## src/nap_pkg.sv

```systemverilog
// Shared types and constants for the note arpeggiator.
`timescale 1ns / 1ps

package nap_pkg;

   localparam int NOTE_SLOTS_DEFAULT = 16;
   localparam int NOTE_W             = 7;
   localparam int VEL_W              = 7;
   localparam int ENTRY_W            = NOTE_W + VEL_W;
   localparam int DIV_W              = 7;
   localparam int COUNT_W            = 32;
   localparam int MOD_STEPS          = COUNT_W / 2;
   localparam int MOD_CNT_W          = $clog2(MOD_STEPS);

   localparam logic [DIV_W-1:0] DIV_RESET = DIV_W'(6);

   typedef enum logic [1:0] {
      OP_NOTE_ON  = 2'd0,
      OP_NOTE_OFF = 2'd1,
      OP_TICK     = 2'd2,
      OP_START    = 2'd3
   } op_type;

   typedef enum logic [2:0] {
      ST_IDLE,
      ST_DISPATCH,
      ST_MOD,
      ST_TICK_CHECK,
      ST_RM_READ,
      ST_RM_CHECK,
      ST_EMIT
   } state_type;

   typedef struct packed {
      logic load_item;
      logic add_note;
      logic start;
      logic mod_step;
      logic rm_read;
      logic rm_check;
      logic rm_finish;
      logic step_pos;
      logic load_rsp;
   } cmd_type;

   typedef struct packed {
      op_type op;
      logic   mod_last;
      logic   rem_zero;
      logic   list_empty;
      logic   rm_done;
      logic   rsp_busy;
   } sts_type;

endpackage

```

## src/note_arpeggiator.sv

```systemverilog
// Note arpeggiator: holds notes in arrival order and steps through them on clock ticks.
//
// The req channel carries one event per beat: note on, note off, clock tick or start.
// The rsp channel carries a note-on (note and velocity) for each tick that steps the
// arpeggio; other events give no beat. csr_write_enable writes the clock division.
// The block takes one event at a time. Note on and start are done in the dispatch
// state. Note off walks the held list through the note memory, reading and then
// checking each held entry in turn. A clock tick runs the count through a remainder
// unit that retires two bits a cycle; a stepping tick then moves the play position in
// the tick check state and loads its result beat into the output register in the
// emit state.
// A finished beat waits in the output register while rsp_ready is low; the next event
// is still accepted, and only a second stepping tick waits for the register to drain.
// Reset empties the list, sets the play position to 0 and the division to 6; the
// note memory itself is not cleared.
`timescale 1ns / 1ps

module note_arpeggiator #(
   parameter int NOTE_SLOTS = nap_pkg::NOTE_SLOTS_DEFAULT
) (
   input  logic                          clock,
   input  logic                          reset,
   input  logic                          req_valid,
   output logic                          req_ready,
   input  logic [1:0]                    req_op,
   input  logic [nap_pkg::NOTE_W-1:0]    req_note,
   input  logic [nap_pkg::VEL_W-1:0]     req_velocity,
   input  logic [nap_pkg::COUNT_W-1:0]   req_clock_count,
   output logic                          rsp_valid,
   input  logic                          rsp_ready,
   output logic [nap_pkg::NOTE_W-1:0]    rsp_play_note,
   output logic [nap_pkg::VEL_W-1:0]     rsp_play_velocity,
   input  logic                          csr_write_enable,
   input  logic [nap_pkg::DIV_W-1:0]     csr_write_data
);

   nap_pkg::cmd_type cmd;
   nap_pkg::sts_type sts;

   nap_ctrl u_ctrl (
      .clock     (clock),
      .reset     (reset),
      .req_valid (req_valid),
      .req_ready (req_ready),
      .rsp_ready (rsp_ready),
      .sts       (sts),
      .cmd       (cmd)
   );

   nap_datapath #(
      .NOTE_SLOTS (NOTE_SLOTS)
   ) u_datapath (
      .clock             (clock),
      .reset             (reset),
      .req_op            (req_op),
      .req_note          (req_note),
      .req_velocity      (req_velocity),
      .req_clock_count   (req_clock_count),
      .csr_write_enable  (csr_write_enable),
      .csr_write_data    (csr_write_data),
      .rsp_ready         (rsp_ready),
      .rsp_valid         (rsp_valid),
      .rsp_play_note     (rsp_play_note),
      .rsp_play_velocity (rsp_play_velocity),
      .cmd               (cmd),
      .sts               (sts)
   );

`ifndef SYNTH
   // After an accepted event the block is not ready in the next cycle.
   a_busy_after_accept: assert property (@(posedge clock) disable iff (reset)
      (req_valid && req_ready) |=> !req_ready)
      else $error("req_ready held high after an accepted beat");

   // A new result never overwrites a beat that is still waiting.
   a_no_overwrite: assert property (@(posedge clock) disable iff (reset)
      cmd.load_rsp |-> (!rsp_valid || rsp_ready))
      else $error("result register loaded while a beat was pending");

   // A result is only produced from a non-empty list.
   a_step_needs_notes: assert property (@(posedge clock) disable iff (reset)
      cmd.step_pos |-> !sts.list_empty)
      else $error("arpeggio stepped with an empty list");
`endif

endmodule

```

## src/nap_ctrl.sv

```systemverilog
// Controller state machine that sequences each input item through the datapath.
`timescale 1ns / 1ps

module nap_ctrl (
   input  logic             clock,
   input  logic             reset,
   input  logic             req_valid,
   output logic             req_ready,
   input  logic             rsp_ready,
   input  nap_pkg::sts_type sts,
   output nap_pkg::cmd_type cmd
);

   nap_pkg::state_type state_ff, state_in;

   always_ff @(posedge clock) begin
      if (reset) begin
         state_ff <= nap_pkg::ST_IDLE;
      end else begin
         state_ff <= state_in;
      end
   end

   always_comb begin
      state_in  = state_ff;
      cmd       = '0;
      req_ready = 1'b0;
      case (state_ff)
         nap_pkg::ST_IDLE: begin
            req_ready = 1'b1;
            if (req_valid) begin
               cmd.load_item = 1'b1;
               state_in      = nap_pkg::ST_DISPATCH;
            end
         end
         nap_pkg::ST_DISPATCH: begin
            case (sts.op)
               nap_pkg::OP_NOTE_ON: begin
                  cmd.add_note = 1'b1;
                  state_in     = nap_pkg::ST_IDLE;
               end
               nap_pkg::OP_NOTE_OFF: begin
                  state_in = nap_pkg::ST_RM_READ;
               end
               nap_pkg::OP_TICK: begin
                  state_in = nap_pkg::ST_MOD;
               end
               default: begin
                  cmd.start = 1'b1;
                  state_in  = nap_pkg::ST_IDLE;
               end
            endcase
         end
         nap_pkg::ST_MOD: begin
            cmd.mod_step = 1'b1;
            if (sts.mod_last) begin
               state_in = nap_pkg::ST_TICK_CHECK;
            end
         end
         nap_pkg::ST_TICK_CHECK: begin
            if (sts.rem_zero && !sts.list_empty) begin
               cmd.step_pos = 1'b1;
               state_in     = nap_pkg::ST_EMIT;
            end else begin
               state_in = nap_pkg::ST_IDLE;
            end
         end
         nap_pkg::ST_RM_READ: begin
            if (sts.rm_done) begin
               cmd.rm_finish = 1'b1;
               state_in      = nap_pkg::ST_IDLE;
            end else begin
               cmd.rm_read = 1'b1;
               state_in    = nap_pkg::ST_RM_CHECK;
            end
         end
         nap_pkg::ST_RM_CHECK: begin
            cmd.rm_check = 1'b1;
            state_in     = nap_pkg::ST_RM_READ;
         end
         nap_pkg::ST_EMIT: begin
            // Wait for the output register to free up before loading the next beat.
            if (!sts.rsp_busy || rsp_ready) begin
               cmd.load_rsp = 1'b1;
               state_in     = nap_pkg::ST_IDLE;
            end
         end
         default: begin
            state_in = nap_pkg::ST_IDLE;
         end
      endcase
   end

endmodule

```

## src/nap_datapath.sv

```systemverilog
// Datapath: held-note memory, list counters, modulo unit and output register.
`timescale 1ns / 1ps

module nap_datapath #(
   parameter int NOTE_SLOTS = nap_pkg::NOTE_SLOTS_DEFAULT
) (
   input  logic                          clock,
   input  logic                          reset,
   input  logic [1:0]                    req_op,
   input  logic [nap_pkg::NOTE_W-1:0]    req_note,
   input  logic [nap_pkg::VEL_W-1:0]     req_velocity,
   input  logic [nap_pkg::COUNT_W-1:0]   req_clock_count,
   input  logic                          csr_write_enable,
   input  logic [nap_pkg::DIV_W-1:0]     csr_write_data,
   input  logic                          rsp_ready,
   output logic                          rsp_valid,
   output logic [nap_pkg::NOTE_W-1:0]    rsp_play_note,
   output logic [nap_pkg::VEL_W-1:0]     rsp_play_velocity,
   input  nap_pkg::cmd_type              cmd,
   output nap_pkg::sts_type              sts
);

   localparam int CW = $clog2(NOTE_SLOTS + 1);
   localparam int PW = $clog2(NOTE_SLOTS);

   logic [nap_pkg::ENTRY_W-1:0] mem [NOTE_SLOTS];
   logic [nap_pkg::ENTRY_W-1:0] rdata_ff;

   nap_pkg::op_type                op_ff;
   logic [nap_pkg::NOTE_W-1:0]     note_ff;
   logic [nap_pkg::VEL_W-1:0]      vel_ff;
   logic [nap_pkg::COUNT_W-1:0]    bits_ff, bits_in;
   logic [nap_pkg::DIV_W-1:0]      rem_ff, rem_in;
   logic [nap_pkg::MOD_CNT_W-1:0]  iter_ff, iter_in;
   logic [nap_pkg::DIV_W-1:0]      div_ff;
   logic [CW-1:0]                  count_ff, count_in;
   logic [PW-1:0]                  pos_ff, pos_in;
   logic [CW-1:0]                  rd_ff, rd_in;
   logic [CW-1:0]                  wr_ff, wr_in;
   logic                           rsp_valid_ff, rsp_valid_in;
   logic [nap_pkg::NOTE_W-1:0]     rsp_note_ff;
   logic [nap_pkg::VEL_W-1:0]      rsp_vel_ff;

   logic [nap_pkg::DIV_W-1:0]      div_eff;
   logic [nap_pkg::DIV_W:0]        trial1, trial2;
   logic [nap_pkg::DIV_W-1:0]      rem_mid;
   logic [CW-1:0]                  pos_inc;
   logic [PW-1:0]                  pos_new;
   logic                           list_full;
   logic                           keep;
   logic                           mem_we;
   logic [PW-1:0]                  mem_waddr;
   logic [nap_pkg::ENTRY_W-1:0]    mem_wdata;
   logic [PW-1:0]                  mem_raddr;

   // A division of zero behaves as one, so every tick steps.
   assign div_eff = (div_ff == '0) ? nap_pkg::DIV_W'(1) : div_ff;

   // Restoring remainder, two bits of the count per cycle.
   always_comb begin
      trial1 = {rem_ff, bits_ff[nap_pkg::COUNT_W-1]};
      if (trial1 >= {1'b0, div_eff}) begin
         trial1 = trial1 - {1'b0, div_eff};
      end
      rem_mid = trial1[nap_pkg::DIV_W-1:0];
      trial2  = {rem_mid, bits_ff[nap_pkg::COUNT_W-2]};
      if (trial2 >= {1'b0, div_eff}) begin
         trial2 = trial2 - {1'b0, div_eff};
      end
   end

   assign pos_inc   = CW'(pos_ff) + CW'(1);
   assign pos_new   = (pos_inc >= count_ff) ? '0 : pos_inc[PW-1:0];
   assign list_full = (count_ff == CW'(NOTE_SLOTS));
   assign keep      = (rdata_ff[nap_pkg::ENTRY_W-1:nap_pkg::VEL_W] != note_ff);

   always_comb begin
      bits_in      = bits_ff;
      rem_in       = rem_ff;
      iter_in      = iter_ff;
      count_in     = count_ff;
      pos_in       = pos_ff;
      rd_in        = rd_ff;
      wr_in        = wr_ff;
      mem_we       = 1'b0;
      mem_waddr    = count_ff[PW-1:0];
      mem_wdata    = {note_ff, vel_ff};
      mem_raddr    = pos_ff;
      rsp_valid_in = rsp_valid_ff & ~rsp_ready;
      if (cmd.load_item) begin
         bits_in = req_clock_count;
         rem_in  = '0;
         iter_in = nap_pkg::MOD_CNT_W'(nap_pkg::MOD_STEPS - 1);
         rd_in   = '0;
         wr_in   = '0;
      end
      if (cmd.mod_step) begin
         bits_in = {bits_ff[nap_pkg::COUNT_W-3:0], 2'b00};
         rem_in  = trial2[nap_pkg::DIV_W-1:0];
         iter_in = iter_ff - nap_pkg::MOD_CNT_W'(1);
      end
      if (cmd.add_note && !list_full) begin
         mem_we   = 1'b1;
         count_in = count_ff + CW'(1);
      end
      if (cmd.start) begin
         pos_in = '0;
      end
      if (cmd.rm_read) begin
         mem_raddr = rd_ff[PW-1:0];
      end
      if (cmd.rm_check) begin
         rd_in = rd_ff + CW'(1);
         if (keep) begin
            mem_we    = 1'b1;
            mem_waddr = wr_ff[PW-1:0];
            mem_wdata = rdata_ff;
            wr_in     = wr_ff + CW'(1);
         end
      end
      if (cmd.rm_finish) begin
         count_in = wr_ff;
      end
      if (cmd.step_pos) begin
         // The read at the new position stays selected until the beat is loaded.
         pos_in    = pos_new;
         mem_raddr = pos_new;
      end
      if (cmd.load_rsp) begin
         rsp_valid_in = 1'b1;
      end
   end

   always_ff @(posedge clock) begin
      if (mem_we) begin
         mem[mem_waddr] <= mem_wdata;
      end
      rdata_ff <= mem[mem_raddr];
   end

   always_ff @(posedge clock) begin
      if (reset) begin
         count_ff     <= '0;
         pos_ff       <= '0;
         div_ff       <= nap_pkg::DIV_RESET;
         rsp_valid_ff <= 1'b0;
      end else begin
         count_ff     <= count_in;
         pos_ff       <= pos_in;
         rsp_valid_ff <= rsp_valid_in;
         if (csr_write_enable) begin
            div_ff <= csr_write_data;
         end
      end
   end

   always_ff @(posedge clock) begin
      if (cmd.load_item) begin
         op_ff   <= nap_pkg::op_type'(req_op);
         note_ff <= req_note;
         vel_ff  <= req_velocity;
      end
      if (cmd.load_rsp) begin
         rsp_note_ff <= rdata_ff[nap_pkg::ENTRY_W-1:nap_pkg::VEL_W];
         rsp_vel_ff  <= rdata_ff[nap_pkg::VEL_W-1:0];
      end
      bits_ff <= bits_in;
      rem_ff  <= rem_in;
      iter_ff <= iter_in;
      rd_ff   <= rd_in;
      wr_ff   <= wr_in;
   end

   assign sts.op         = op_ff;
   assign sts.mod_last   = (iter_ff == '0);
   assign sts.rem_zero   = (rem_ff == '0);
   assign sts.list_empty = (count_ff == '0);
   assign sts.rm_done    = (rd_ff == count_ff);
   assign sts.rsp_busy   = rsp_valid_ff;

   assign rsp_valid         = rsp_valid_ff;
   assign rsp_play_note     = rsp_note_ff;
   assign rsp_play_velocity = rsp_vel_ff;

endmodule
```

## config.mk

```make
export PLATFORM = sky130hd
export DESIGN_NAME = note_arpeggiator
export DESIGN_NICKNAME = d
export VERILOG_FILES = /design/src/nap_pkg.sv /design/src/note_arpeggiator.sv /design/src/nap_ctrl.sv /design/src/nap_datapath.sv
export SDC_FILE = /design/constraint.sdc
export NUM_CORES = 1
export LEC_CHECK = 0
export BUFFER_PORTS_ARGS = -buffer_cell sky130_fd_sc_hd__buf_2
export CAP_MARGIN = 20
export CORE_UTILIZATION = 50
export CTS_CLUSTER_DIAMETER = 100
export DETAILED_ROUTE_END_ITERATION = 8
export MAX_ROUTING_LAYER = met4
export PLACE_DENSITY = 0.67
export SKIP_CTS_REPAIR_TIMING = 1
export SYNTH_ARGS = -nofsm -noshare
export SYNTH_HDL_FRONTEND = slang
export SYNTH_SLANG_ARGS = --single-unit
export TNS_END_PERCENT = 5
```

## constraint.sdc

```tcl
create_clock -name clock -period 8.5 [get_ports clock]
set_input_delay 1.275 -clock clock [delete_from_list [all_inputs] [get_ports clock]]
set_output_delay 1.275 -clock clock [all_outputs]
set_load 0.005 [all_outputs]
```

==> impl_metrics.json, run 1 <==
{
  "fin_skew_ps": 20.15,
  "synth_area_um2": 14520,
  "first_pass_iters": 5,
  "max_freq_mhz": 196.3,
  "dieArea_um2": 29720,
  "fin_crit_ps": 5094,
  "synth_nets": 1065,
  "synth_top_area_share_pct": 62.06,
  "max_slew_margin_pct": 32.20,
  "routedWlPerCell_um": 21.18,
  "grt_max_degree": 113,
  "p_sw_share_pct": 22.62,
  "worst_pin_slew_ps": 1017,
  "die_w_um": 172.4,
  "power_per_cell_area_nw_per_um2": 226.2,
  "cpMostUsedCell": "a21o_1",
  "crit_buf_inv": 1,
  "yosys_most_used_dff": "edfxtp_1",
  "path_cells": "nor4_1 -> a31o_2 -> ha_1 -> inv_1 -> fa_1 -> a21o_1 -> a21oi_1 -> o21bai_1 -> a21o_1 -> a21oi_1 -> mux2_2 -> ha_1 -> a21o_1 -> a21o_1 -> a21o_1 -> a21o_1 -> nand2_1 -> nand3_1 -> mux2i_1 -> nor2_1",
  "drcViolationCount": 0,
  "antenna_found_initial": 0,
  "synthToLayoutAreaGrowth_pct": 13.79,
  "combPwrFrac_pct": 8.2,
  "grt_use_total_pct": 22.33,
  "finalCritPeriodShare_pct": 59.93,
  "setup_ws_ps": 3406,
  "hold_start": "u_datapath.rdata_ff[3]",
  "rsz0062_at_grt": "false",
  "p_seq_share_pct": 51.6,
  "core_region_area_um2": 28630,
  "synthArstFlopShare_pct": 0,
  "syn-mean-instance-area_um2": 14.84,
  "final_core_util_pct": 57.71,
  "synth_area_leader_cell": "edfxtp_1",
  "maxSlewViolCount": 0,
  "ys_top_cells_by_count": "edfxtp_1, mux2i_1, nor2_1",
  "via_count": 8503,
  "yosysSeqAreaShare_pct": 67.71,
  "syn_inst": 978,
  "power_switching_uw": 845.3,
  "hp-class": "register to register",
  "maxCapViolCount": 0,
  "setup_violations": 0,
  "grt_first_pass_wirelength_um": 48070,
  "p_leak_nw": 5.701,
  "cts.clk_slew.worst_paths_ps": 60,
  "portBuffers": 75,
  "slowest_delay_ps": 500,
  "clk_latency_ps": 520,
  "synthTopCellsByArea": "edfxtp_1, mux2i_1, dfxtp_1, ha_1, a22o_1",
  "cts.sinks": 341,
  "internal-power_mw": 2.892,
  "reg2reg_slack_ps": 3410,
  "yosysMostFrequentCell": "edfxtp_1",
  "yosys_warnings": 0,
  "diodes": 0,
  "ant_nets": 0,
  "r2r_start": "u_datapath.div_ff[6]",
  "cp-start-kind": "register",
  "overflow": 0,
  "drive_gt1_share_pct": 17.88,
  "p_clk_share_pct": 40.3,
  "cts_tree": "yes",
  "ir_drop_uv": 198.2,
  "synth_edf_count": 300,
  "place_congestion": 0.8540,
  "dp_slack_ps": 3428,
  "cts_buffer_depth": 3,
  "crit_arrival_ps": 5350,
  "initial_utilization_pct": 50.71,
  "viasPerCell": 5.722,
  "fin_setup_tns_ps": 0,
  "dieHeight_um": 172.4,
  "rows": 62,
  "first_global_vias": 8392,
  "cp-end-kind": "register",
  "synth.distinct_cells": 68,
  "ios": 76,
  "hpwl_um": 19310,
  "worst_path_max_delay_cell": "a21oi_1",
  "status": "completed",
  "clockRootBuffer": "clkbuf_16",
  "nets": 1161,
  "crit_fanout": 8,
  "timing_worst_setup_path_type": "register to register",
  "drt-total-wl_um": 31470,
  "drt_iter0_drc": 713,
  "hold_viol_final": 0,
  "cp.required_ps": 8760,
  "ys_seq_elements": 341,
  "htreeDepth": 2,
  "cts_made_buffers": 36,
  "critPathLaunch": "u_datapath.div_ff[6]",
  "path_delay_family": "compound AO/OA/AOI/OAI gates"
}
sequential cells by signal, summed over array words and instances, names as in the netlist:
| signal | count |
|---|---|
| u_datapath.rem_ff | 7 |
| u_datapath.iter_ff | 4 |
| u_datapath.rsp_valid | 1 |
| u_datapath.note_ff | 7 |
| u_datapath.rsp_play_note | 7 |
| u_datapath.pos_ff | 4 |
| u_datapath.bits_ff | 32 |
| u_datapath.op_ff | 2 |
| u_datapath.div_ff | 7 |
| u_datapath.rd_ff | 5 |
| u_datapath.rdata_ff | 14 |
| u_datapath.vel_ff | 7 |
| u_datapath.wr_ff | 5 |
| u_ctrl.state_ff | 3 |
| u_datapath.count_ff | 5 |
| u_datapath.mem | 224 |
| u_datapath.rsp_play_velocity | 7 |
power by group through the flow:
stage	registers (mW)	clock network [mW]	logic [mW]
final	1.93	1.50	0.306
after global routing	1.93	1.59	0.338
after global placement	1.96	0	0.296
after floorplan	1.95	0	0.226
after detailed placement	1.96	0	0.302
after CTS	1.93	1.52	0.305
final cells by class:
type / instances / area, um^2
clock buffer: 49 / 1011
clock inverter: 17 / 142.6
fill: 2225 / 12110
inverter: 29 / 108.9
multi-input combinational: 564 / 4358
sequential: 341 / 9829
tap: 384 / 480.5
timing repair buffer: 102 / 588.1
metrics by stage:
step	hold WS (ps)	cells	cell area (um^2)	power, mW
4_1_cts	431.9	1485	16510	3.755
3_5_place_dp	413.6	1419	15360	2.263
2_1_floorplan	402.7	978	14520	2.173
6_report	425.5	1486	16520	3.737
5_1_grt	448.4	1486	16520	3.858
3_3_place_gp	413.8	1419	15360	2.256
cells in the final DEF, fill, tap and decap left out, types with 3 or more instances in the layout:
cell / synthesis / routed
edfxtp_1: 300 / 300
mux2i_1: 109 / 109
buf_2: 15 / 75
nor2_1: 57 / 54
nor3_1: 52 / 51
dfxtp_1: 41 / 41
clkbuf_16: 0 / 37
nand2_1: 36 / 36
a22o_1: 31 / 31
inv_1: 28 / 28
o22ai_1: 28 / 28
ha_1: 25 / 25
buf_4: 5 / 25
mux2_2: 18 / 18
xnor2_1: 18 / 18
or3_1: 16 / 16
a2111o_1: 15 / 15
a21oi_1: 15 / 15
mux2_1: 14 / 14
a21o_1: 14 / 14
nand3_1: 13 / 13
o21ai_0: 11 / 11
xor2_1: 10 / 10
clkbuf_1: 17 / 8
a31oi_1: 7 / 7
o211ai_1: 7 / 7
clkinv_2: 0 / 7
nand4_1: 6 / 6
a211oi_1: 6 / 6
clkinv_1: 1 / 6
nor2b_1: 5 / 5
nor4_1: 4 / 4
nor2_2: 1 / 4
clkbuf_8: 0 / 4
a41oi_1: 3 / 3
path summary, 6_finish.rpt:
kind | endpoint | depth (start not counted)
worst max-delay path | u_datapath.rem_ff[1] | 20
worst min-delay path | u_datapath.rsp_play_velocity[3] | 0
worst max register to register | u_datapath.rem_ff[1] | 20
worst min register to register | u_datapath.rsp_play_velocity[3] | 0
logic make-up after synthesis:
group | count (synthesis) | synth area share, %
AOI/OAI and AO/OA | 160 | 8.636
xor gates and xnor gates | 28 | 1.689
adders and majority gates | 27 | 2.431
buffers and inverters | 73 | 2.353
DFF | 341 | 67.71
muxes | 141 | 9.998
and+or+nand+nor | 208 | 7.180
layer usage:
layer  global-route usage (%)  vias up  share of wire [%]
li1                         -     4012                  -
met1                    30.29     4145                 45
met2                    34.78      284                 46
met4                    7.387        0                2.9
met5                        -        -                  0
met3                    3.090       62                6.3
Power figures use the tool's default switching activity.
==> run 2: changes to the inputs <==
clock period = 4.8 ns   (was 8.5 ns; I/O delays follow)
==> impl_metrics.json, run 2 (synthesized netlist as in run 1, its figures left out) <==
{
  "viasPerCell": 5.747,
  "setup_ws_ps": 270.1,
  "maxCapViolCount": 0,
  "fin_skew_ps": 20.05,
  "routedWlPerCell_um": 20.97,
  "cts.clk_slew.worst_paths_ps": 60,
  "nets": 1172,
  "timing_worst_setup_path_type": "register to register",
  "largest_reg_flops": 224,
  "setup_violations": 0,
  "die_w_um": 172.4,
  "antenna_found_initial": 1,
  "totalPowerFinal_mw": 6.906,
  "hp-class": "primary input to register",
  "grt_max_degree": 81,
  "portBuffers": 75,
  "cts.sinks": 341,
  "htreeDepth": 2,
  "synthToLayoutAreaGrowth_pct": 15.30,
  "rows": 62,
  "grt_first_pass_wirelength_um": 48910,
  "final_cell_mix": "edfxtp_1, mux2i_1, buf_2",
  "core_region_area_um2": 28630,
  "hpwl_um": 19260,
  "multi_input_area_um2": 4378,
  "diodes": 0,
  "dieArea_um2": 29720,
  "cp.required_ps": 5060,
  "hold_slack_ps": 369.6,
  "clk_latency_ps": 520,
  "cp-end-kind": "register",
  "register_area_um2": 9829,
  "worst_pin_slew_ps": 969.2,
  "fin_crit_ps": 4530,
  "overflow": 0,
  "finalCritPeriodShare_pct": 94.37,
  "cts_made_buffers": 36,
  "drive_gt1_share_pct": 19.50,
  "ant_nets": 0,
  "reg2reg_slack_ps": 270,
  "crit_fanout": 8,
  "first_global_vias": 8516,
  "power_per_cell_area_nw_per_um2": 412.6,
  "cts_buffer_depth": 3,
  "final_core_util_pct": 58.47,
  "status": "completed",
  "cts_tree": "yes",
  "drcViolationCount": 0,
  "ir_drop_uv": 397.0,
  "dp_slack_ps": -7.605,
  "max_slew_margin_pct": 35.39,
  "drt_iter0_drc": 673,
  "ios": 76,
  "max_freq_mhz": 220.8,
  "drt-total-wl_um": 31390,
  "dieHeight_um": 172.4,
  "initial_utilization_pct": 50.71,
  "grt_use_total_pct": 22.76,
  "place_congestion": 0.8530,
  "p_leak_nw": 5.794,
  "first_pass_iters": 5,
  "clockRootBuffer": "clkbuf_16",
  "largest-register": "u_datapath.mem",
  "cp-start-kind": "register",
  "fillers": 2183,
  "top_regs": "u_datapath.mem (224), u_datapath.bits_ff (32), u_datapath.rdata_ff (14)",
  "final_common_cell": "edfxtp_1",
  "hold_viol_final": 0,
  "maxSlewViolCount": 0,
  "crit_arrival_ps": 4790,
  "via_count": 8603
}
[run 2: layout make-up]
type                       instances  share of cell area (%)
sequential                       341                   58.73
tap                              384                   2.871
timing repair buffer             113                   4.022
inverter                          29                  0.6504
clock buffer                      45                   5.644
multi-input combinational        564                   26.16
clock inverter                    21                   1.929
[run 2: metrics by stage]
step	setup TNS [ps]	instance area (um^2)	std cells
floorplan	0	14520	978
global placement	0	15450	1431
detailed placement	-9.063	15450	1431
CTS	-51.20	16720	1497
global route	-6.366	16740	1497
finish	0	16740	1497
[run 2: power by group]
part	internal, mW	switching [mW]	leakage, nW
combinational	0.229	0.326	2.12
sequential	3.35	0.0609	3.07
clock	1.80	1.14	0.605
total	5.38	1.53	5.79
[run 2: worst paths after layout]
check | startpoint | to | depth (start not counted)
min reg2reg | u_datapath.rdata_ff[4] | u_datapath.rsp_play_velocity[4] | 0
max reg2reg | u_datapath.div_ff[6] | u_datapath.rem_ff[1] | 20
min | req_velocity[1] | u_datapath.vel_ff[1] | 1
max | u_datapath.div_ff[6] | u_datapath.rem_ff[1] | 20
[run 2: critical path, stage by stage, from the launching register on]
cell      delay [ps]
dfxtp_1          340
nor4_1           280
a31o_2           200
ha_1             130
inv_1             50
fa_1             410
a21o_1           190
a21oi_2          170
o21bai_1          90
a21o_1           200
a21oi_2          230
mux2_2           380
ha_1             330
a21o_1           190
a21o_1           190
a21o_1           180
a21o_1           190
nand2_1          120
nand3_4          150
mux2i_1          190
nor2_1            50
[run 2: routing by layer]
metal | share of wire [%] | GRT usage [%] | vias up
li1 | - | - | 4034
met1 | 45 | 30.28 | 4293
met2 | 48 | 36.19 | 228
met3 | 5.0 | 3.822 | 48
met4 | 2.0 | 6.387 | 0
met5 | 0 | - | -
